[src/sv/vgs_pkg.sv]
package vgs_pkg;

    localparam int FRAME_COUNT_DEF   = 94;
    localparam int ROW_COUNT_DEF     = 16;
    localparam int STORE_COLUMNS_DEF = 282;
    localparam int DISPLAY_WIDTH_DEF = 281;

    localparam int SEG_BITS        = 96;
    localparam int BYTES_PER_FRAME = 24;
    localparam int SEG_BYTES       = 12;
    localparam int COL_BITS        = 9;
    localparam int ROW_BITS        = 4;
    localparam int FRAME_BITS      = 7;
    localparam int QUEUE_DEPTH     = 4;

    localparam logic [7:0] BRIGHT_RESET = 8'hFF;

    typedef enum logic [1:0] {
        OP_PIXEL  = 2'd0,
        OP_CLEAR  = 2'd1,
        OP_COMMIT = 2'd2,
        OP_FRAME  = 2'd3
    } t_op;

    typedef struct packed {
        t_op                 op;
        logic [COL_BITS-1:0] col;
        logic [ROW_BITS-1:0] row;
        logic                on;
    } t_cmd;

    typedef enum logic [2:0] {
        ST_IDLE,
        ST_PIX_RD,
        ST_PIX_WR,
        ST_COPY,
        ST_GATHER,
        ST_EMIT
    } t_state;

    function automatic logic [SEG_BITS-1:0] grid_bits(input logic [FRAME_BITS-1:0] f);
        logic [7:0]          g1;
        logic [7:0]          g2;
        logic [SEG_BITS-1:0] v;
        g1 = {1'b0, f} + 8'd1;
        g2 = {1'b0, f} + 8'd2;
        for (int n = 0; n < SEG_BITS; n++) begin
            v[n] = ((g1 <= 8'(SEG_BITS)) && ((8'(SEG_BITS) - g1) == 8'(n)))
                || ((g2 <= 8'(SEG_BITS)) && ((8'(SEG_BITS) - g2) == 8'(n)));
        end
        return v;
    endfunction

    function automatic logic [5:0] blank_delay(input logic [7:0] bright);
        logic [7:0]  t;
        logic [15:0] prod;
        t    = 8'hFF - bright;
        prod = 16'(t) * 16'd205;
        if (t == 8'd0) begin
            return 6'd1;
        end
        return 6'(prod >> 10);
    endfunction

    function automatic logic [7:0] reverse8(input logic [7:0] v);
        logic [7:0] r;
        for (int i = 0; i < 8; i++) begin
            r[i] = v[7-i];
        end
        return r;
    endfunction

endpackage

[src/sv/vgs_front.sv]
module vgs_front #(
    parameter int ROW_COUNT     = vgs_pkg::ROW_COUNT_DEF,
    parameter int STORE_COLUMNS = vgs_pkg::STORE_COLUMNS_DEF,
    parameter int DISPLAY_WIDTH = vgs_pkg::DISPLAY_WIDTH_DEF
) (
    input  logic          i_clk,
    input  logic          i_rst_n,
    input  logic          i_valid,
    output logic          o_ready,
    input  logic [1:0]    i_mode,
    input  logic [8:0]    i_pixel_x,
    input  logic [3:0]    i_pixel_y,
    input  logic          i_pixel_on,
    output logic          o_cmd_vld,
    output vgs_pkg::t_cmd o_cmd,
    input  logic          i_cmd_pop
);

    localparam int QA = $clog2(vgs_pkg::QUEUE_DEPTH);
    localparam int QC = $clog2(vgs_pkg::QUEUE_DEPTH + 1);

    vgs_pkg::t_cmd r_q [vgs_pkg::QUEUE_DEPTH];
    logic [QA-1:0] r_wp, n_wp;
    logic [QA-1:0] r_rp, n_rp;
    logic [QC-1:0] r_cnt, n_cnt;

    vgs_pkg::t_cmd cmd;
    logic          keep;
    logic          push;

    always_comb begin
        cmd.op  = vgs_pkg::t_op'(i_mode);
        cmd.col = vgs_pkg::COL_BITS'({1'b0, i_pixel_x} + 10'd1);
        cmd.row = i_pixel_y;
        cmd.on  = i_pixel_on;
        case (cmd.op)
            vgs_pkg::OP_PIXEL: begin
                keep = ({1'b0, i_pixel_x} < 10'(DISPLAY_WIDTH))
                    && (({1'b0, i_pixel_x} + 10'd1) < 10'(STORE_COLUMNS))
                    && ({1'b0, i_pixel_y} < 5'(ROW_COUNT));
            end
            default: begin
                keep = 1'b1;
            end
        endcase
    end

    assign o_ready   = (r_cnt != QC'(vgs_pkg::QUEUE_DEPTH));
    assign push      = i_valid && o_ready && keep;
    assign o_cmd_vld = (r_cnt != '0);
    assign o_cmd     = r_q[r_rp];

    always_comb begin
        n_wp  = push ? r_wp + 1'b1 : r_wp;
        n_rp  = i_cmd_pop ? r_rp + 1'b1 : r_rp;
        n_cnt = r_cnt + QC'(push) - QC'(i_cmd_pop);
    end

    always_ff @(posedge i_clk) begin
        if (!i_rst_n) begin
            r_wp  <= '0;
            r_rp  <= '0;
            r_cnt <= '0;
        end else begin
            r_wp  <= n_wp;
            r_rp  <= n_rp;
            r_cnt <= n_cnt;
        end
    end

    always_ff @(posedge i_clk) begin
        if (push) begin
            r_q[r_wp] <= cmd;
        end
    end

endmodule

[config.mk]
export PLATFORM = sky130hd
export DESIGN_NAME = vgs_front
export DESIGN_NICKNAME = d
export VERILOG_FILES = /design/src/sv/vgs_pkg.sv /design/src/sv/vgs_front.sv
export SDC_FILE = /design/constraint.sdc
export NUM_CORES = 1
export LEC_CHECK = 0
export ABC_AREA = 1
export BUFFER_PORTS_ARGS = -buffer_cell sky130_fd_sc_hd__buf_4
export CORE_MARGIN = 1
export CORE_UTILIZATION = 30
export CTS_CLUSTER_DIAMETER = 150
export CTS_CLUSTER_SIZE = 8
export DETAILED_ROUTE_END_ITERATION = 8
export PLACE_DENSITY = 0.45
export SETUP_SLACK_MARGIN = 0.4
export SYNTH_ARGS = -nofsm -noshare
export SYNTH_HDL_FRONTEND = slang
export SYNTH_SLANG_ARGS = --single-unit
[constraint.sdc]
create_clock -name i_clk -period 3.3 [get_ports i_clk]
set_input_delay 0.495 -clock i_clk [delete_from_list [all_inputs] [get_ports i_clk]]
set_output_delay 0.495 -clock i_clk [all_outputs]
set_load 0.05 [all_outputs]
==> metrics.txt, run 1 <==
initial core utilization 0.3120; Power per Cell Area 631.8 mW/mm2; Post-Synthesis Cell Area 0.003078 mm2; cell accounting for the most synthesized area edfxtp_1; DRT Pass-1 Iters 4; reported max-cap violation count 0; area share of fa/ha/maj cells after synthesis 0.03496; result of the run finished, final reports clean; dominant cells by area after synthesis edfxtp_1, dfxtp_1, o21ai_0, nor2_1, inv_1; total setup buffers inserted after CTS 0; Detailed Route Iter0 Violations 74; final hold violation count 0; Avg Vias per Cell ~4.5; commonest non-fill, non-tap cells in the layout edfxtp_1, buf_4, nor2_1; post-placement setup slack 0.4223 ns; # clock sinks 73; proportion of synthesized chip area in sequential cells 0.6829; worst-skew pair later-pin latency roughly 0.34 ns; Antenna Nets Post-Route 0; H-tree levels 3; category of the critical setup timing path primary input to register; Filler Cells Inserted a little under 1000; worst voltage drop across the vdd grid about 170 uV; Bufs on Longest Clock Path 2; Synth Area in XOR/XNOR 0.01098; CP peak stage delay about 0.36 ns; data arrival at the endpoint of the critical path ~2.8 ns; worst endpoint required time between 3 and 4 ns; Core Footprint between 0.009 and 0.01 mm2; CTS Buf Count 9; portion of netlist area occupied by mux cells 0; clock tree from TritonCTS yes; share of the cycle needed by the critical path after routing 0.7569; setup slack after layout 0.8022 ns; dominant register cell in the synthesized netlist edfxtp_1; Synth Area in Compound Gates 0.1041; final antenna diode count 0; accumulated negative setup slack 0 ns; number of antenna violations at the first check in global routing 0; worst clock skew on the final layout approximately 0.0090 ns; type of origin of the critical path primary input; Die Area 0.01067 mm2; library cell contributing the largest single delay on the critical path fa_1; endpoints failing setup 0; Yosys warning count 0; count of nets after finishing ~340; number of global-route vias before repair approximately 1900; quantity of gates resized following cts 0; gate count after technology mapping about 260; synthesized-area fraction occupied by and/or/nand/nor cells 0.1232; total congestion overflow after global routing 0; # IOs 38; Worst setup EP type register; first-pass GRT wire length 9832 um; number of vias in the routed layout a little over 2000; count of unresolved DRC violations after routing 0; total of hold buffers inserted after clock tree synthesis 0; Synthesized Nets between 200 and 300; cell at the root of the clock tree clkbuf_8; max-slew violation count 0; static leakage 1.431 nW; fraction of final layout cells sized beyond drive strength 1 0.2229; cell breakdown of the critical path buf_4 > ha_1 > nand2_2 > inv_2 > nand3_1 > nand2_1 > nor2_1 > nand3_1 > nand2_1 > nand2_2 > nand2_4 > nand2_2 > ha_1 > inv_1 > ha_1 > fa_1 > inv_1 > o21ai_0 > a21oi_1; clock transition time at the flip-flop clock pins of the worst setup and hold paths 0.08 ns; Hold WC Path Type primary input to register; Horiz. Die Dim a little over 100 um; IO Port Bufs 37; proportion of netlist area held by the largest area contributor 0.6244; Avg Synthesized Cell Area around 12 um2; height of the die around 100 um; post-DR wirelength/cell about 14 um; slew at the pin closest to its max-slew limit around 0.67 ns; RSZ-0062 raised after global routing false; growth of design area from synthesis to finish 21.22%; unique cell type count in the Yosys netlist 25; EDFF count, synth 64; crit path time final around 2.5 ns; Fmax achieved approximately 400 MHz; leading cell type in the layout, fill and taps excluded edfxtp_1; share of flip-flops with an asynchronous set or reset 0; overall fraction of global-route tracks in use 0.1275; critical path fanouts, max 5; remaining max-slew budget at the tightest pin 0.5532; GP Congestion 0.7490; dominant combinational cell family by area after synthesis simple AND/OR/NAND/NOR gates; synthesis-stage register bit count 73; largest net degree at the start of global routing 33; WL final between 6000 and 7000 um; post-detail-place hpwl between 4000 and 5000 um; number of core rows 36
==> path summary, 6_finish.rpt <==
path	from	end	slack (ns)	cells past startpoint
max	i_pixel_x[0]	r_cnt[2]$_SDFF_PN0_	0.80	19
min	i_pixel_on	r_q[0][0]$_DFFE_PP_	0.36	1
max reg2reg	r_cnt[1]$_SDFF_PN0_	r_cnt[2]$_SDFF_PN0_	1.21	11
min reg2reg	r_rp[1]$_SDFFE_PN0P_	register	0.46	1
==> flip-flops by register name (all words and copies together), names as in the netlist, named ones only <==
signal and cells:
r_q 64, r_cnt 3, r_rp 2, r_wp 2
==> cell type report <==
cell class | instances | area [um2] | area share
Sequential cell | 73 | 2102 | 0.5634
Multi-Input combinational cell | 153 | 840.8 | 0.2254
Timing Repair Buffer | 44 | 330.3 | 0.08853
Tap cell | 133 | 166.4 | 0.04460
Clock buffer | 10 | 127.6 | 0.03421
Inverter | 28 | 105.1 | 0.02817
Clock inverter | 6 | 58.81 | 0.01576
==> worst max-delay path: cells and delay by family <==
family	cells	cell delay, ns
buffers and inverters	4	0.29
AND/OR/NAND/NOR	9	0.77
adder cells (fa/ha/maj)	4	1.04
AO/OA/AOI/OAI	2	0.19
==> routing by layer <==
metal,share of wire,track usage,vias up
met5,0,0,-
met4,0.011,0.05959,0
met3,0.038,0.02957,6
met2,0.48,0.2036,44
met1,0.47,0.1650,958
li1,-,-,1013
==> synth_stat cells, types with 2 or more instances <==
cell      number
a21oi_1        4
clkbuf_1       8
dfxtp_1        9
edfxtp_1      64
ha_1           7
inv_1         27
nand2_1       16
nand2_2        6
nand3_1       11
nand4_1        2
nor2_1        43
nor2_4         2
o21ai_0       35
o21ai_1        2
o22ai_1       16
==> metrics by stage <==
step                area, um2  std cells  hold WS [ns]  power [mW]  utilization
global placement         3545        431        0.4290       1.731       0.3593
floorplan                3078        262        0.4115       1.539            -
finish                   3731        447        0.3579       2.357       0.3782
global route             3731        447        0.3446       2.491       0.3782
CTS                      3731        447        0.3463       2.391       0.3782
detailed placement       3545        431        0.4546       1.733       0.3593
==> cell families after synthesis <==
| family | after synthesis |
|---|---|
| simple gates | 83 |
| flops | 73 |
| compound gates | 59 |
| buf+inv | 36 |
| fa+ha+maj | 8 |
| xor+xnor | 3 |
==> report_power, final <==
part           total (mW)  switching, mW  internal (mW)
sequential           1.14         0.0325           1.11
clock               0.658          0.314          0.344
combinational       0.559          0.392          0.168
(Power assumes the default switching activity.)
==> run 2, diff against run 1 <==
==> constraint.sdc (replaced) <==
create_clock -name i_clk -period 2.42 [get_ports i_clk]
set_input_delay 0.363 -clock i_clk [delete_from_list [all_inputs] [get_ports i_clk]]
set_output_delay 0.363 -clock i_clk [all_outputs]
set_load 0.05 [all_outputs]
==> metrics.txt, run 2 (same netlist as run 1, synthesis figures left out) <==
result of the run finished, final reports clean; Worst setup EP type register; worst endpoint required time approximately 2.5 ns; Avg Vias per Cell ~4.4; share of the cycle needed by the critical path after routing 0.8801; clock tree from TritonCTS yes; largest registers in the final layout r_q (64), r_cnt (3); number of vias in the routed layout approximately 2100; total of hold buffers inserted after clock tree synthesis 0; final antenna diode count 0; CTS Buf Count 9; category of the critical setup timing path primary input to register; count of nets after finishing roughly 370; Filler Cells Inserted just over 900; number of global-route vias before repair 2099; initial core utilization 0.3120; post-placement setup slack -0.06543 ns; Core Footprint slightly below 0.01 mm2; register with the highest flop count r_q; total congestion overflow after global routing 0; number of core rows 36; endpoints failing setup 0; leading cell type in the layout, fill and taps excluded buf_4; worst clock skew on the final layout around 0.0055 ns; largest net degree at the start of global routing 33; Fmax achieved between 400 and 500 MHz; max-slew violation count 0; capture point of the worst path r_q[1][11]$_DFFE_PP_; number of antenna violations at the first check in global routing 0; Worst R2R Path Depth 10; WL final 6619 um; static leakage approximately 1.6 nW; growth of design area from synthesis to finish 35.37%; setup slack after layout 0.2902 ns; slew at the pin closest to its max-slew limit approximately 0.31 ns; internal reg-to-reg setup slack approximately 0.45 ns; max FFs per register 64; GP Congestion approximately 0.72; RSZ-0062 raised after global routing true; H-tree levels 3; Die Area around 0.011 mm2; remaining max-slew budget at the tightest pin 0.7925; Worst R2R Start r_cnt[1]$_SDFF_PN0_; clock transition time at the flip-flop clock pins of the worst setup and hold paths around 0.080 ns; Detailed Route Iter0 Violations 59; Antenna Nets Post-Route 0; first-pass GRT wire length about 10000 um; launch point of the worst path i_pixel_x[0]; reported max-cap violation count 0; cell at the root of the clock tree clkbuf_8; DRT Pass-1 Iters 4; # IOs 38; commonest non-fill, non-tap cells in the layout buf_4, edfxtp_1, nor2_1; Bufs on Longest Clock Path 2; Power per Cell Area 810.4 mW/mm2; critical path fanouts, max 4; post-detail-place hpwl between 4000 and 5000 um; height of the die just over 100 um; IO Port Bufs 37; type of origin of the critical path primary input; worst-skew pair later-pin latency between 0.3 and 0.4 ns; count of unresolved DRC violations after routing 0; post-DR wirelength/cell between 10 and 15 um; data arrival at the endpoint of the critical path 2.23 ns; worst voltage drop across the vdd grid slightly above 300 uV; final hold violation count 0; fraction of final layout cells sized beyond drive strength 1 0.3439; Hold WC Path Type primary input to register; RR Endpoint r_cnt[1]$_SDFF_PN0_; overall fraction of global-route tracks in use 0.1367; Horiz. Die Dim around 100 um; crit path time final roughly 2.1 ns; Tot Pwr ~3.4 mW; # clock sinks 73
run 2: cell types whose count changed in the layout (fill, tap and decap cells not counted), sizes merged:
cell / change
clkinv: +1
buf: +32
clkbuf: -1
inv: -1
clkinvlp: +1
run 2: area by class of cell:
| cell class | count | area [um2] | share of cell area |
|---|---|---|---|
| multi-input combinational | 153 | 943.4 | 0.2264 |
| inverter | 28 | 108.9 | 0.02613 |
| tap | 133 | 166.4 | 0.03994 |
| timing repair buffer | 76 | 658.1 | 0.1580 |
| clock inverter | 7 | 61.31 | 0.01471 |
| sequential | 73 | 2105 | 0.5051 |
| clock buffer | 9 | 123.9 | 0.02973 |
run 2: timing repair:
item / 4_1_cts / 5_1_grt
cloned: 0 / 1
gates resized for setup: 15 / 15
endpoints found under the setup margin: 17 / 15
pin swaps: 10 / 8
setup buffers: 15 / 0
run 2: power breakdown:
part	switching, mW	leakage (nW)	internal (mW)	total (mW)
Combinational	0.579	0.872	0.333	0.912
Sequential	0.0512	0.659	1.51	1.56
Clock	0.440	0.0877	0.464	0.903
run 2: stage by stage:
stage	TNS (ns)	instances	instance area [um2]	hold WS [ns]	util
floorplan	0	262	3115	0.4115	-
global placement	-0.04047	447	3752	0.4215	0.3804
detailed placement	-0.1113	447	3752	0.4317	0.3804
CTS	0	478	4115	0.2100	0.4172
global route	0	479	4167	0.2049	0.4224
finish	0	479	4167	0.2267	0.4224
run 2: worst max-delay path, stage by stage:
cell and delay [ns]:
buf_8 0.08, ha_4 0.17, nand2_4 0.06, o21bai_1 0.15, nand2_2 0.08, buf_4 0.13
buf_4 0.12, buf_4 0.12, buf_4 0.12, buf_4 0.12, buf_4 0.12, buf_4 0.12
buf_4 0.12, buf_4 0.12, buf_4 0.12, buf_6 0.11
run 2: worst min path at each step:
stage	startpoint	end	cells after the start
6_report	i_pixel_y[1]	r_q[3][2]$_DFFE_PP_	1
2_1_floorplan	r_rp[1]$_SDFFE_PN0P_	register	1
3_3_place_gp	r_rp[1]$_SDFFE_PN0P_	register	1
5_1_grt	i_pixel_on	r_q[1][0]$_DFFE_PP_	1
3_5_place_dp	r_rp[1]$_SDFFE_PN0P_	r_rp[1]$_SDFFE_PN0P_	1
4_1_cts	i_pixel_y[1]	r_q[3][2]$_DFFE_PP_	1
run 2: layer usage:
layer | GRT usage | routed length, um | vias up | part of all wire
li1 | - | - | 1079 | -
met1 | 0.1624 | 3011 | 968 | 0.45
met2 | 0.2333 | 3315 | 35 | 0.50
met3 | 0.02823 | 159 | 11 | 0.024
met4 | 0.07367 | 133 | 0 | 0.020
met5 | 0 | 0 | - | 0
==> run 3, diff against run 2 <==
--- a/config.mk
+++ b/config.mk
@@ -8,11 +8,11 @@
 export ABC_AREA = 1
 export BUFFER_PORTS_ARGS = -buffer_cell sky130_fd_sc_hd__buf_4
 export CORE_MARGIN = 1
-export CORE_UTILIZATION = 30
+export CORE_UTILIZATION = 57
 export CTS_CLUSTER_DIAMETER = 150
 export CTS_CLUSTER_SIZE = 8
 export DETAILED_ROUTE_END_ITERATION = 8
-export PLACE_DENSITY = 0.45
+export PLACE_DENSITY = 0.77
 export SETUP_SLACK_MARGIN = 0.4
 export SYNTH_ARGS = -nofsm -noshare
 export SYNTH_HDL_FRONTEND = slang
==> metrics.txt, run 3 (same netlist as run 1, synthesis figures left out) <==
number of non-filler instances in the completed layout about 420; multi-input combinational cell area around 1000 um2; share of the cycle needed by the critical path after routing 0.9111; # IOs 38; final hold slack 0.2274 ns; RSZ-0062 raised after global routing true; clock network power share 0.259; CP peak stage delay approximately 0.17 ns; WL final 6883 um; DRT Pass-1 Iters 5; worst-skew pair later-pin latency about 0.34 ns; reported max-cap violation count 0; CTS Buf Count 9; data arrival at the endpoint of the critical path 2.30 ns; WHS Path Cells 1; worst endpoint required time between 2 and 3 ns; # clock sinks 73; post-detail-place hpwl roughly 3600 um; max FFs per register 64; crit path time final between 2 and 2.5 ns; RR Endpoint r_cnt[1]$_SDFF_PN0_; category of the critical setup timing path primary input to register; overall fraction of global-route tracks in use 0.2302; count of nets after finishing 368; Worst setup EP type register; Bufs on Longest Clock Path 2; type of origin of the critical path primary input; clock tree from TritonCTS yes; Hold WC Path Type primary input to register; hold wc startpoint i_pixel_y[0]; count of unresolved DRC violations after routing 0; number of global-route vias before repair just over 2000; initial core utilization 0.5988; cell at the root of the clock tree clkbuf_8; slew at the pin closest to its max-slew limit roughly 0.27 ns; remaining max-slew budget at the tightest pin 0.8153; final hold violation count 0; Worst R2R Path Depth 10; total of hold buffers inserted after clock tree synthesis 0; Avg Vias per Cell about 5.6; register with the highest flop count r_q; endpoints failing setup 0; Comb power frac 0.287; critical path fanouts, max 4; first-pass GRT wire length a little over 9000 um; number of vias in the routed layout roughly 2300; number of core rows 26; H-tree levels 3; final antenna diode count 0; Fmax achieved 453.5 MHz; largest registers in the final layout r_q (64), r_cnt (3); Power per Cell Area 820.5 mW/mm2; Worst R2R Start r_cnt[1]$_SDFF_PN0_; GP Congestion ~0.76; design internal power approximately 2.4 mW; Detailed Route Iter0 Violations roughly 180; switching part of the total power 0.3179; endpoint of the worst hold-timing path r_q[1][1]$_DFFE_PP_; IO Port Bufs 37; largest net degree at the start of global routing 33; net switching power figure about 1.1 mW; static leakage around 1.7 nW; leading cell type in the layout, fill and taps excluded edfxtp_1; Horiz. Die Dim about 75 um; launch point of the worst path i_pixel_x[0]; number of antenna violations at the first check in global routing 0; growth of design area from synthesis to finish 36.83%; worst voltage drop across the vdd grid between 600 and 700 uV; Die Area 0.005698 mm2; crit-path leading delay family buffers and inverters; Core Footprint 0.005140 mm2; sequential power share 0.453; clock transition time at the flip-flop clock pins of the worst setup and hold paths roughly 0.07 ns; cell breakdown of the critical path buf_8 > ha_4 > nand2_4 > inv_4 > nand3_2 > nand2_2 > buf_4 > buf_6 > buf_4 > buf_6 > buf_6 > buf_4 > buf_4 > buf_4 > buf_4 > buf_6 > buf_6 > buf_6; internal reg-to-reg setup slack ~0.39 ns; max-slew violation count 0; Antenna Nets Post-Route 0; fraction of final layout cells sized beyond drive strength 1 0.3710; height of the die between 70 and 80 um; library cell contributing the largest single delay on the critical path ha_4; placed cell count ~380; Buf/Inv on CP 14; commonest non-fill, non-tap cells in the layout edfxtp_1, buf_4, nor2_1; total congestion overflow after global routing 0; Filler Cells Inserted roughly 290; post-DR wirelength/cell approximately 17 um; result of the run finished, final reports clean; worst clock skew on the final layout between 0.005 and 0.006 ns; register area approximately 0.0021 mm2
run 3: cell type report:
cell class	count	share of cell area
Sequential cell	73	0.4997
Multi-Input combinational cell	153	0.2320
Timing Repair Buffer	75	0.1759
Clock buffer	10	0.03030
Inverter	28	0.02704
Tap cell	70	0.02080
Clock inverter	6	0.01426
run 3: worst max-delay path by stage:
stage	slack [ns]	end	depth (start not counted)
floorplan	0.15	r_q[0][0]$_DFFE_PP_	11
global placement	-0.007	r_cnt[1]$_SDFF_PN0_	18
detailed placement	-0.09	r_cnt[2]$_SDFF_PN0_	19
CTS	0.32	r_cnt[1]$_SDFF_PN0_	17
global route	0.14	r_cnt[1]$_SDFF_PN0_	18
finish	0.22	r_q[0][11]$_DFFE_PP_	18
run 3: worst reg2reg max path, cell delays in order, from the launching register on:
cell	delay (ns)
dfxtp_1	0.39
inv_1	0.11
nand3_2	0.09
and2_1	0.26
nand2_4	0.09
ha_4	0.27
inv_2	0.04
ha_4	0.14
fa_2	0.52
nand2_2	0.05
inv_1	0.05
run 3: power by group through the flow:
| stage | Clock, mW | Sequential (mW) | Combinational, mW |
|---|---|---|---|
| 2_1_floorplan | 0 | 1.58 | 0.537 |
| 3_3_place_gp | 0 | 1.58 | 0.804 |
| 3_5_place_dp | 0 | 1.58 | 0.822 |
| 4_1_cts | 0.905 | 1.56 | 0.873 |
| 5_1_grt | 0.975 | 1.58 | 1.07 |
| 6_report | 0.897 | 1.57 | 0.993 |
run 3: what timing repair did:
item                                   4_1_cts  5_1_grt
endpoints found under the hold margin        0        0
buffers inserted                            15        3
setup endpoints to repair                   15       86
pin swaps                                    9       12
cloned                                       0        4
resized for setup                           15       28
run 3: routing by layer:
metal	vias to the layer above	global-route usage	wire [um]
li1	1078	-	-
met3	16	0.06746	501
met5	-	0	0
met2	107	0.3810	3591
met4	0	0.1049	149
met1	1115	0.2816	2640
run 3: metrics by stage:
step	power (mW)	worst slack (ns)	util	TNS (ns)	area, um2
after floorplan	2.113	0.1521	-	0	3115
after global placement	2.383	-0.007057	0.7045	-0.007057	3621
after detailed placement	2.406	-0.08606	0.7045	-0.1605	3621
after CTS	3.338	0.3226	0.7748	0	3983
after global routing	3.623	0.1362	0.8194	0	4212
final	3.456	0.2151	0.8194	0	4212
